--- config.mk ---
export PLATFORM = sky130hd
export DESIGN_NAME = c2c_ram
export DESIGN_NICKNAME = d
export VERILOG_FILES = /design/src/hw/rtl/cartesian_to_cylindrical_corners_core_defines.svh /design/src/hw/rtl/c2c_ram.sv
export SDC_FILE = /design/constraint.sdc
export NUM_CORES = 1
export LEC_CHECK = 0
export BUFFER_PORTS_ARGS = -buffer_cell sky130_fd_sc_hd__buf_2
export CAP_MARGIN = 20
export CORE_MARGIN = 8
export CORE_UTILIZATION = 50
export DETAILED_ROUTE_END_ITERATION = 16
export PLACE_DENSITY_LB_ADDON = 0.1
export SYNTH_ARGS = -nofsm -noshare
export SYNTH_HDL_FRONTEND = slang
export SYNTH_SLANG_ARGS = --single-unit
--- constraint.sdc ---
create_clock -name clk -period 4.9 [get_ports clk]
set_input_delay 1.47 -clock clk [delete_from_list [all_inputs] [get_ports clk]]
set_output_delay 1.47 -clock clk [all_outputs]
set_load 0.005 [all_outputs]
--- src/hw/rtl/cartesian_to_cylindrical_corners_core_defines.svh ---
// assertion macros for the cylindrical corner converter
`ifndef CARTESIAN_TO_CYLINDRICAL_CORNERS_CORE_DEFINES_SVH
`define CARTESIAN_TO_CYLINDRICAL_CORNERS_CORE_DEFINES_SVH
`define C2C_ASSERT(lbl, prop, msg) \
  lbl: assert property (@(posedge clk) disable iff (!rst_n) prop) else $error(msg);
`define C2C_NEVER(lbl, expr, msg) \
  lbl: assert property (@(posedge clk) disable iff (!rst_n) !(expr)) else $error(msg);
`endif

--- src/hw/rtl/c2c_ram.sv ---
// generic simple dual port ram (one write port, one read port) with registered read
`default_nettype none
module c2c_ram #(
  parameter int Width = 8,
  parameter int Depth = 8
) (
  input  wire logic                     clk,
  input  wire logic                     we,
  input  wire logic [$clog2(Depth)-1:0] waddr,
  input  wire logic [Width-1:0]         wdata,
  input  wire logic [$clog2(Depth)-1:0] raddr,
  output logic      [Width-1:0]         rdata
);
  logic [Width-1:0] mem [Depth];
  always_ff @(posedge clk) begin
    if (we) mem[waddr] <= wdata;
    rdata <= mem[raddr];
  end
endmodule
`default_nettype wire

==> run metrics, run 1 <==
outcome finished, final reports clean; peak supply drop 0.197 mV; skew final 6.53 ps; Final min period 2570 ps; setup violators final 0; # diodes 0; worst r2r path cells 2; kind of cell adding the most delay to the critical path multiplexers; hold buffer count at cts 0; worst slack, placed 1760 ps; WL per Instance 19.2 µm; hold path depth 2; multi-input logic area 566 µm²; total iterations of the first detailed-routing run 5; fillcell total 410; Site Rows 26; slowest stage delay, CP 620 ps; Initial Utilization 52.4%; worst hold path endpoint rdata[5]$_DFF_P_; first-pass GRT wire length 6700 µm; DP HPWL 2700 µm; Setup crit start kind primary input; Die Y-Extent 89.4 µm; Yosys reg bits 72; initial antenna violation count 0; Resized Gates After CTS 0; die area 7990 µm²; share of cells above drive strength 1 31.3%; PnR worst setup slack 2330 ps; Yosys cell types 14; CP max stage cell mux4_1; Clock Path Buffers 2; Slew HR 38.8%; WP buf/inv 1; IO buf count 23; Yosys warnings 0; Clock Latency Late Sink 320 ps; register area 2080 µm²; hold crit path type flip-flop to flip-flop; Pleak 1.05 nW; io pins 24; syn avg cell area 23.6 µm²; worst-margin pin slew 915 ps; Mapped Area 2690 µm²; share of the synthesized area in compound gates (AO/OA/AOI/OAI) 0%; Setup Buffers After CTS 0; TritonCTS Buffers 9; WP data arrival 2780 ps; sequential element share of the synthesized area 77.4%; critical path endpoint category flip-flop; commonest cells after routing, fill and taps aside 64 x edfxtp_1, 24 x buf_2, 15 x mux4_1, 9 x clkbuf_8; Reg2Reg Setup Slack 3640 ps; CTS H-Tree Depth 3; Clock Tree Root clkbuf_8; TNS Setup 0 ps; Max Freq 390 MHz; Core Area 5140 µm²; vias per inst 5.40; final hold vios 0; GRT overflow 0; Worst R2R Start mem[3][1]$_DFFE_PP_; CP required 5110 ps; worst path cell trace buf_2 -> mux4_1 -> mux2_2; TritonCTS Sinks 72; synthesized instance count 114; FF-to-FF End rdata[1]$_DFF_P_; Hold Path Origin mem[7][5]$_DFFE_PP_; clk slew on worst S/H paths 70 ps; Slew Viols, Final 0; Layout area overhead 12.2%; DRC Markers 0; GRT Resource Usage Total 12.0%; Via Count 1188; mux contribution to synthesized area 18.8%; wirelength, routed 4230 µm; vias in the first global route 1246; Die W 89.4 µm; pin count of the biggest net entering global routing 17; commonest non-fill, non-tap cell in the layout edfxtp_1; crit path kind primary input to flip-flop; post-route ant nets 0; Max-cap violations 0; net count after synthesis 130; final net count 161; crit-path max FO 16; GPL Wtd Cong 0.731; Post-Synth XOR/XNOR Area 0%; main combinational cell family by area after synthesis multiplexers; adder-cell share of the synthesized area 0%; Synth Area in Simple Gates 2.19%; TritonCTS clock tree built; Final Cycle Share 52.4%; initial DRC count 111; RSZ-0062 raised after global routing false; Power Density 376 nW/µm²
-- tightest hold or removal path, cell delays in order, from the launching register on --
cell and delay [ps]:
edfxtp_1 310, mux4_1 200, mux2_2 130
-- through the flow --
stage | instances | total power, mW | utilization (%) | area, µm² | hold slack (ps)
final | 220 | 1.14 | 58.8 | 3020 | 670
after global routing | 220 | 1.18 | 58.8 | 3020 | 694
after CTS | 219 | 1.15 | 58.7 | 3020 | 671
after detailed placement | 203 | 0.775 | 55.6 | 2860 | 656
after global placement | 203 | 0.772 | 55.6 | 2860 | 653
after floorplan | 114 | 0.748 | - | 2690 | 641
-- worst max-delay path by stage --
stage / from / end / cells past startpoint / slack, ps
after global routing: waddr[2] / mem[3][2]$_DFFE_PP_ / 3 / 2270
after detailed placement: waddr[2] / mem[0][0]$_DFFE_PP_ / 3 / 1760
after CTS: waddr[2] / mem[0][4]$_DFFE_PP_ / 3 / 2100
after global placement: waddr[2] / mem[0][7]$_DFFE_PP_ / 3 / 1880
final: raddr[0] / rdata[1]$_DFF_P_ / 3 / 2330
after floorplan: waddr[2] / mem[0][0]$_DFFE_PP_ / 2 / 2270
-- flip-flops by register name, summed over array words and instances (netlist names) --
name / count
mem: 64
rdata: 8
-- per-layer routing --
metal / routed length, µm / vias to the layer above / GRT usage (%)
met1: 1930 / 603 / 15.1
met3: 220 / 6 / 3.86
met5: 0 / - / 0
met4: 53 / 0 / 6.65
li1: - / 545 / -
met2: 2030 / 34 / 18.0
-- kinds of logic after synthesis --
family | count (synthesis)
buffers and inverters | 5
muxes | 24
DFF | 72
and+or+nand+nor | 13
-- synthesized netlist by cell type --
cell type,instances,share of area (%)
buf_6,1,0.42
buf_2,1,0.19
mux4_2,1,0.84
buf_12,1,0.74
mux4_1,15,15
nor2_1,6,0.84
edfxtp_1,64,71
clkbuf_1,1,0.14
nand2_1,2,0.28
mux2_2,8,3.3
nor3_1,2,0.37
buf_1,1,0.14
nand2b_1,3,0.70
dfxtp_1,8,6.0
-- area by class of cell --
cell class	instances	share of cell area, %
clock buffers	12	4.47
clock inverters	4	0.746
multi-input cells	37	18.7
flip-flops and latches	72	68.9
well taps	70	2.90
repair buffers	25	4.23
-- power by group --
part           total (mW)  internal (mW)  switching, mW
logic              0.0623         0.0312         0.0311
clock network       0.377          0.182          0.195
registers           0.697          0.693        0.00443
total                1.14          0.906          0.231
Note: power is estimated with default switching activity, not from simulation.
==> run 2: changes to the inputs <==
==> constraint.sdc (replaced) <==
create_clock -name clk -period 2.15 [get_ports clk]
set_input_delay 0.645 -clock clk [delete_from_list [all_inputs] [get_ports clk]]
set_output_delay 0.645 -clock clk [all_outputs]
set_load 0.005 [all_outputs]
==> run metrics, run 2 (synthesis results as in run 1) <==
GPL Wtd Cong 0.757 (was 0.731); fillcell total 406 (was 410); slowest stage delay, CP 560 ps (was 620 ps); crit-path max FO 16 (unchanged); Resized Gates After CTS 0 (unchanged); commonest cells after routing, fill and taps aside 64 x edfxtp_1, 23 x buf_2, 15 x mux4_1, 13 x clkbuf_8 (was 64 x edfxtp_1, 24 x buf_2, 15 x mux4_1, 9 x clkbuf_8); largest registers mem x64, rdata x8 (unchanged); peak supply drop 0.657 mV (was 0.197 mV); worst-margin pin slew 368 ps (was 915 ps); setup violators final 0 (unchanged); RSZ-0062 raised after global routing false (unchanged); WP data arrival 1760 ps (was 2780 ps); Total Power 2.85 mW (was 1.14 mW); Die W 89.4 µm (unchanged); Site Rows 26 (unchanged); GRT overflow 0 (unchanged); post-route ant nets 0 (unchanged); outcome finished, final reports clean (unchanged); Initial Utilization 52.4% (unchanged); Setup Buffers After CTS 0 (unchanged); Clk pwr share 39.0% (was 33.2%); Layout area overhead 17.0% (was 12.2%); wirelength, routed 4430 µm (was 4230 µm); die area 7990 µm² (unchanged); register area 2080 µm² (unchanged); hold crit path type primary input to flip-flop (was flip-flop to flip-flop); Power Density 907 nW/µm² (was 376 nW/µm²); vias in the first global route 1328 (was 1246); Final Cycle Share 71.7%; io pins 24 (unchanged); WL per Instance 19.5 µm (was 19.2 µm); Final Core Density 61.2% (was 58.8%); pin count of the biggest net entering global routing 17 (unchanged); vias per inst 5.36 (was 5.40); clk slew on worst S/H paths 70 ps (about the same); initial antenna violation count 0 (unchanged); TritonCTS clock tree built (unchanged); Pleak 1.12 nW (was 1.05 nW); Reg2Reg Setup Slack 890 ps (was 3640 ps); share of cells above drive strength 1 35.7% (was 31.3%); Slew Viols, Final 0 (unchanged); Clock Latency Late Sink 330 ps (was 320 ps); kind of cell adding the most delay to the critical path multiplexers (unchanged); Slew HR 75.4% (was 38.8%); skew final 6.24 ps (was 6.53 ps); Min Hold Slack 580 ps (was 670 ps); GRT Resource Usage Total 12.4% (was 12.0%); # diodes 0 (unchanged); DRC Markers 0 (unchanged); Setup crit start kind primary input (unchanged); Core Area 5140 µm² (unchanged); logic gate share of total power 5.3% (was 5.5%); sequential group share of total power 55.7% (was 61.3%); first-pass GRT wire length 6760 µm (was 6700 µm); Switching Share 18.7% (was 20.3%); DP HPWL 2690 µm (was 2700 µm); Sw Pwr 0.535 mW (was 0.231 mW); WP buf/inv 2 (was 1); Via Count 1217 (was 1188); final hold vios 0 (unchanged); Final min period 1540 ps; worst path cell trace buf_2 -> buf_12 -> mux4_1 -> mux2_2 (was buf_2 -> mux4_1 -> mux2_2); multi-input logic area 566 µm² (unchanged); CP required 2370 ps (was 5110 ps); Largest Register mem (unchanged); crit path kind primary input to flip-flop (unchanged); Max Freq 648 MHz; IO buf count 23 (unchanged); TNS Setup 0 ps (unchanged); hold buffer count at cts 0 (unchanged); Clock Path Buffers 2 (unchanged); TritonCTS Buffers 9 (unchanged); final net count 168 (was 161); TritonCTS Sinks 72 (unchanged); CP max stage cell mux4_1 (unchanged); commonest non-fill, non-tap cell in the layout edfxtp_1 (unchanged); total iterations of the first detailed-routing run 4 (was 5); Die Y-Extent 89.4 µm (unchanged); Max-cap violations 0 (unchanged); max reg flops 64 (unchanged); Pint 2.32 mW (was 0.906 mW); Clock Tree Root clkbuf_8 (unchanged); critical path endpoint category flip-flop (unchanged); initial DRC count 92 (was 111); CTS H-Tree Depth 3 (unchanged)
==> run 2: cell count changes in the layout (fill, tap and decap cells not counted), sizes merged <==
cell	before	now
bufinv	0	1
clkinvlp	1	0
clkinv	3	1
buf	25	32
clkbuf	12	14
==> run 2: power groups by stage <==
stage               registers [mW]  logic, mW  clock network, mW
finish                        1.59      0.153               1.11
global route                  1.59      0.166               1.20
CTS                           1.59      0.157               1.15
detailed placement            1.62      0.156                  0
global placement              1.62      0.151                  0
floorplan                     1.62     0.0845                  0
==> run 2: layer usage <==
| metal | vias up | track usage, % | share of wire (%) |
|---|---|---|---|
| met2 | 31 | 21.1 | 53 |
| li1 | 555 | - | - |
| met5 | - | 0 | 0 |
| met3 | 8 | 4.78 | 5.2 |
| met1 | 623 | 12.8 | 40 |
| met4 | 0 | 7.25 | 1.6 |
==> run 2: path summary, 6_finish.rpt <==
check | from | to | depth (start not counted)
max | raddr[0] | rdata[6]$_DFF_P_ | 4
min | wdata[4] | mem[7][4]$_DFFE_PP_ | 1
max reg2reg | mem[1][6]$_DFFE_PP_ | rdata[6]$_DFF_P_ | 2
min reg2reg | mem[5][7]$_DFFE_PP_ | rdata[7]$_DFF_P_ | 2
==> run 2: worst register-to-register path, stage by stage (launching register included) <==
cell	delay [ps]
edfxtp_1	370
mux4_1	510
mux2_2	280
==> run 2: per-stage QoR <==
step / area [µm²] / setup WS, ps / std cells
after floorplan: 2690 / 344 / 114
after global placement: 2930 / 261 / 211
after detailed placement: 2930 / 257 / 211
after CTS: 3150 / 614 / 227
after global routing: 3150 / 584 / 227
final: 3150 / 608 / 227
==> run 2: cell type report <==
type | instances | area share [%]
Sequential cell | 72 | 66.1
Multi-Input combinational cell | 37 | 18.0
Timing Repair Buffer | 32 | 6.20
Clock buffer | 14 | 5.80
Tap cell | 70 | 2.78
Clock inverter | 2 | 1.11
==> run 3: changes to the inputs <==
==> constraint.sdc (replaced) <==
create_clock -name clk -period 1.4 [get_ports clk]
set_input_delay 0.42 -clock clk [delete_from_list [all_inputs] [get_ports clk]]
set_output_delay 0.42 -clock clk [all_outputs]
set_load 0.005 [all_outputs]
==> run metrics, run 3 (synthesis results as in run 1) <==
vias in the first global route 1360 (was 1328); Hold Path Origin wdata[5] (was wdata[4]); worst-margin pin slew 260 ps (was 368 ps); Via Count 1233 (was 1217); Final Instance Count excl. Fillers 234 (was 227); initial antenna violation count 0 (unchanged); initial DRC count 85 (was 92); TNS Setup 0 ps (unchanged); Die Y-Extent 89.4 µm (unchanged); CP required 1620 ps (was 2370 ps); commonest non-fill, non-tap cell in the layout edfxtp_1 (unchanged); multi-input logic area 579 µm² (was 566 µm²); setup violators final 0 (unchanged); TritonCTS Sinks 72 (unchanged); # diodes 0 (unchanged); Slew HR 82.7% (was 75.4%); design area 3180 µm² (was 3150 µm²); GRT overflow 0 (unchanged); Initial Utilization 52.4% (unchanged); crit path kind primary input to flip-flop (unchanged); critical path endpoint category flip-flop (unchanged); largest registers mem x64, rdata x8 (unchanged); clk slew on worst S/H paths 70 ps (about the same); Resized Gates After CTS 0 (unchanged); Worst R2R Start mem[1][1]$_DFFE_PP_ (was mem[1][6]$_DFFE_PP_); Final Cycle Share 94.3%; Slew Viols, Final 0 (unchanged); Core Area 5140 µm² (unchanged); peak supply drop 0.727 mV (was 0.657 mV); outcome finished, final reports clean (unchanged); Pleak 1.14 nW (was 1.12 nW); GRT Resource Usage Total 13.2% (was 12.4%); Setup crit start kind primary input (unchanged); total iterations of the first detailed-routing run 4 (unchanged); WP data arrival 1540 ps (was 1760 ps); Power Density 1260 nW/µm² (was 907 nW/µm²); Clock Path Buffers 2 (unchanged); WL per Instance 19.6 µm (was 19.5 µm); crit-path max FO 8 (was 16); share of cells above drive strength 1 37.8% (was 35.7%); Largest Register mem (unchanged); Total Power 4.00 mW (was 2.85 mW); hold buffer count at cts 0 (unchanged); Post-DP Area 3020 µm² (was 2930 µm²); skew final 7.27 ps (was 6.24 ps); post-route ant nets 0 (unchanged); final net count 175 (was 168); vias per inst 5.27 (was 5.36); DRC Markers 0 (unchanged); register area 2080 µm² (unchanged); Layout area overhead 18.0% (was 17.0%); fillcell total 409 (was 406); TritonCTS Buffers 9 (unchanged); hold crit path type primary input to flip-flop (unchanged); commonest cells after routing, fill and taps aside 64 x edfxtp_1, 23 x buf_2, 14 x mux4_1, 13 x buf_4, 9 x clkbuf_8 (was 64 x edfxtp_1, 23 x buf_2, 15 x mux4_1, 13 x clkbuf_8); io pins 24 (unchanged); Clock Tree Root clkbuf_8 (unchanged); IO buf count 23 (unchanged); Final min period 1320 ps; pin count of the biggest net entering global routing 17 (unchanged); die area 7990 µm² (unchanged); Die W 89.4 µm (unchanged); Setup Buffers After CTS 0 (unchanged); RSZ-0062 raised after global routing false (unchanged); first-pass GRT wire length 7200 µm (was 6760 µm); Worst Setup SP raddr[0] (unchanged); CTS H-Tree Depth 3 (unchanged); final hold vios 0 (unchanged); GPL Wtd Cong 0.718 (was 0.757); Max Freq 758 MHz; Site Rows 26 (unchanged); Max-cap violations 0 (unchanged); wirelength, routed 4590 µm (was 4430 µm); TritonCTS clock tree built (unchanged); max reg flops 64 (unchanged); placed cell count 218 (was 211); DP HPWL 3140 µm (was 2690 µm); Min Hold Slack 349 ps (was 580 ps); Clock Latency Late Sink 330 ps (about the same)
[run 3: cell count changes in the layout (fill, tap and decap cells not counted), moves of 2 or more]
cell	change
buf_12	+2
mux2_2	-2
clkinv_1	+3
buf_4	+5
mux2_4	+2
nor3_1	-2
nor3_2	+2
clkbuf_8	-4
[run 3: critical path, cell delays in order]
cell and delay [ps]:
buf_2 140, buf_12 140, mux4_1 570, mux2_4 280
[run 3: layer usage]
metal / part of all wire, % / routed length [µm] / GRT usage, %
met2: 52 / 2380 / 21.8
met1: 43 / 1970 / 15.0
met5: 0 / 0 / 0
met4: 1.9 / 88 / 8.01
met3: 3.2 / 148 / 3.40
[run 3: report_power, final]
group          switching (mW)  total, mW  internal [mW]
Combinational           0.120      0.261          0.141
Sequential             0.0173       2.44           2.42
Clock                   0.677       1.30          0.622
[run 3: layout make-up]
| class | instances | area share, % |
|---|---|---|
| Multi-Input combinational cell | 37 | 18.2 |
| Clock buffer | 11 | 4.14 |
| Timing Repair Buffer | 39 | 8.59 |
| Sequential cell | 72 | 65.5 |
| Tap cell | 70 | 2.76 |
| Clock inverter | 5 | 0.748 |
[run 3: stage by stage]
step | setup WS (ps) | utilization, %
6_report | 80.3 | 61.8
5_1_grt | 45.1 | 61.8
4_1_cts | 87.6 | 61.8
3_5_place_dp | -277 | 58.8
3_3_place_gp | -241 | 58.8
2_1_floorplan | -142 | -
[run 3: path summary, 6_finish.rpt]
check,to,slack (ps),cells after the start
hold / removal,mem[1][5]$_DFFE_PP_,350,1
setup / recovery,rdata[1]$_DFF_P_,80,4
hold reg to reg,rdata[6]$_DFF_P_,670,2
setup reg to reg,rdata[1]$_DFF_P_,130,2
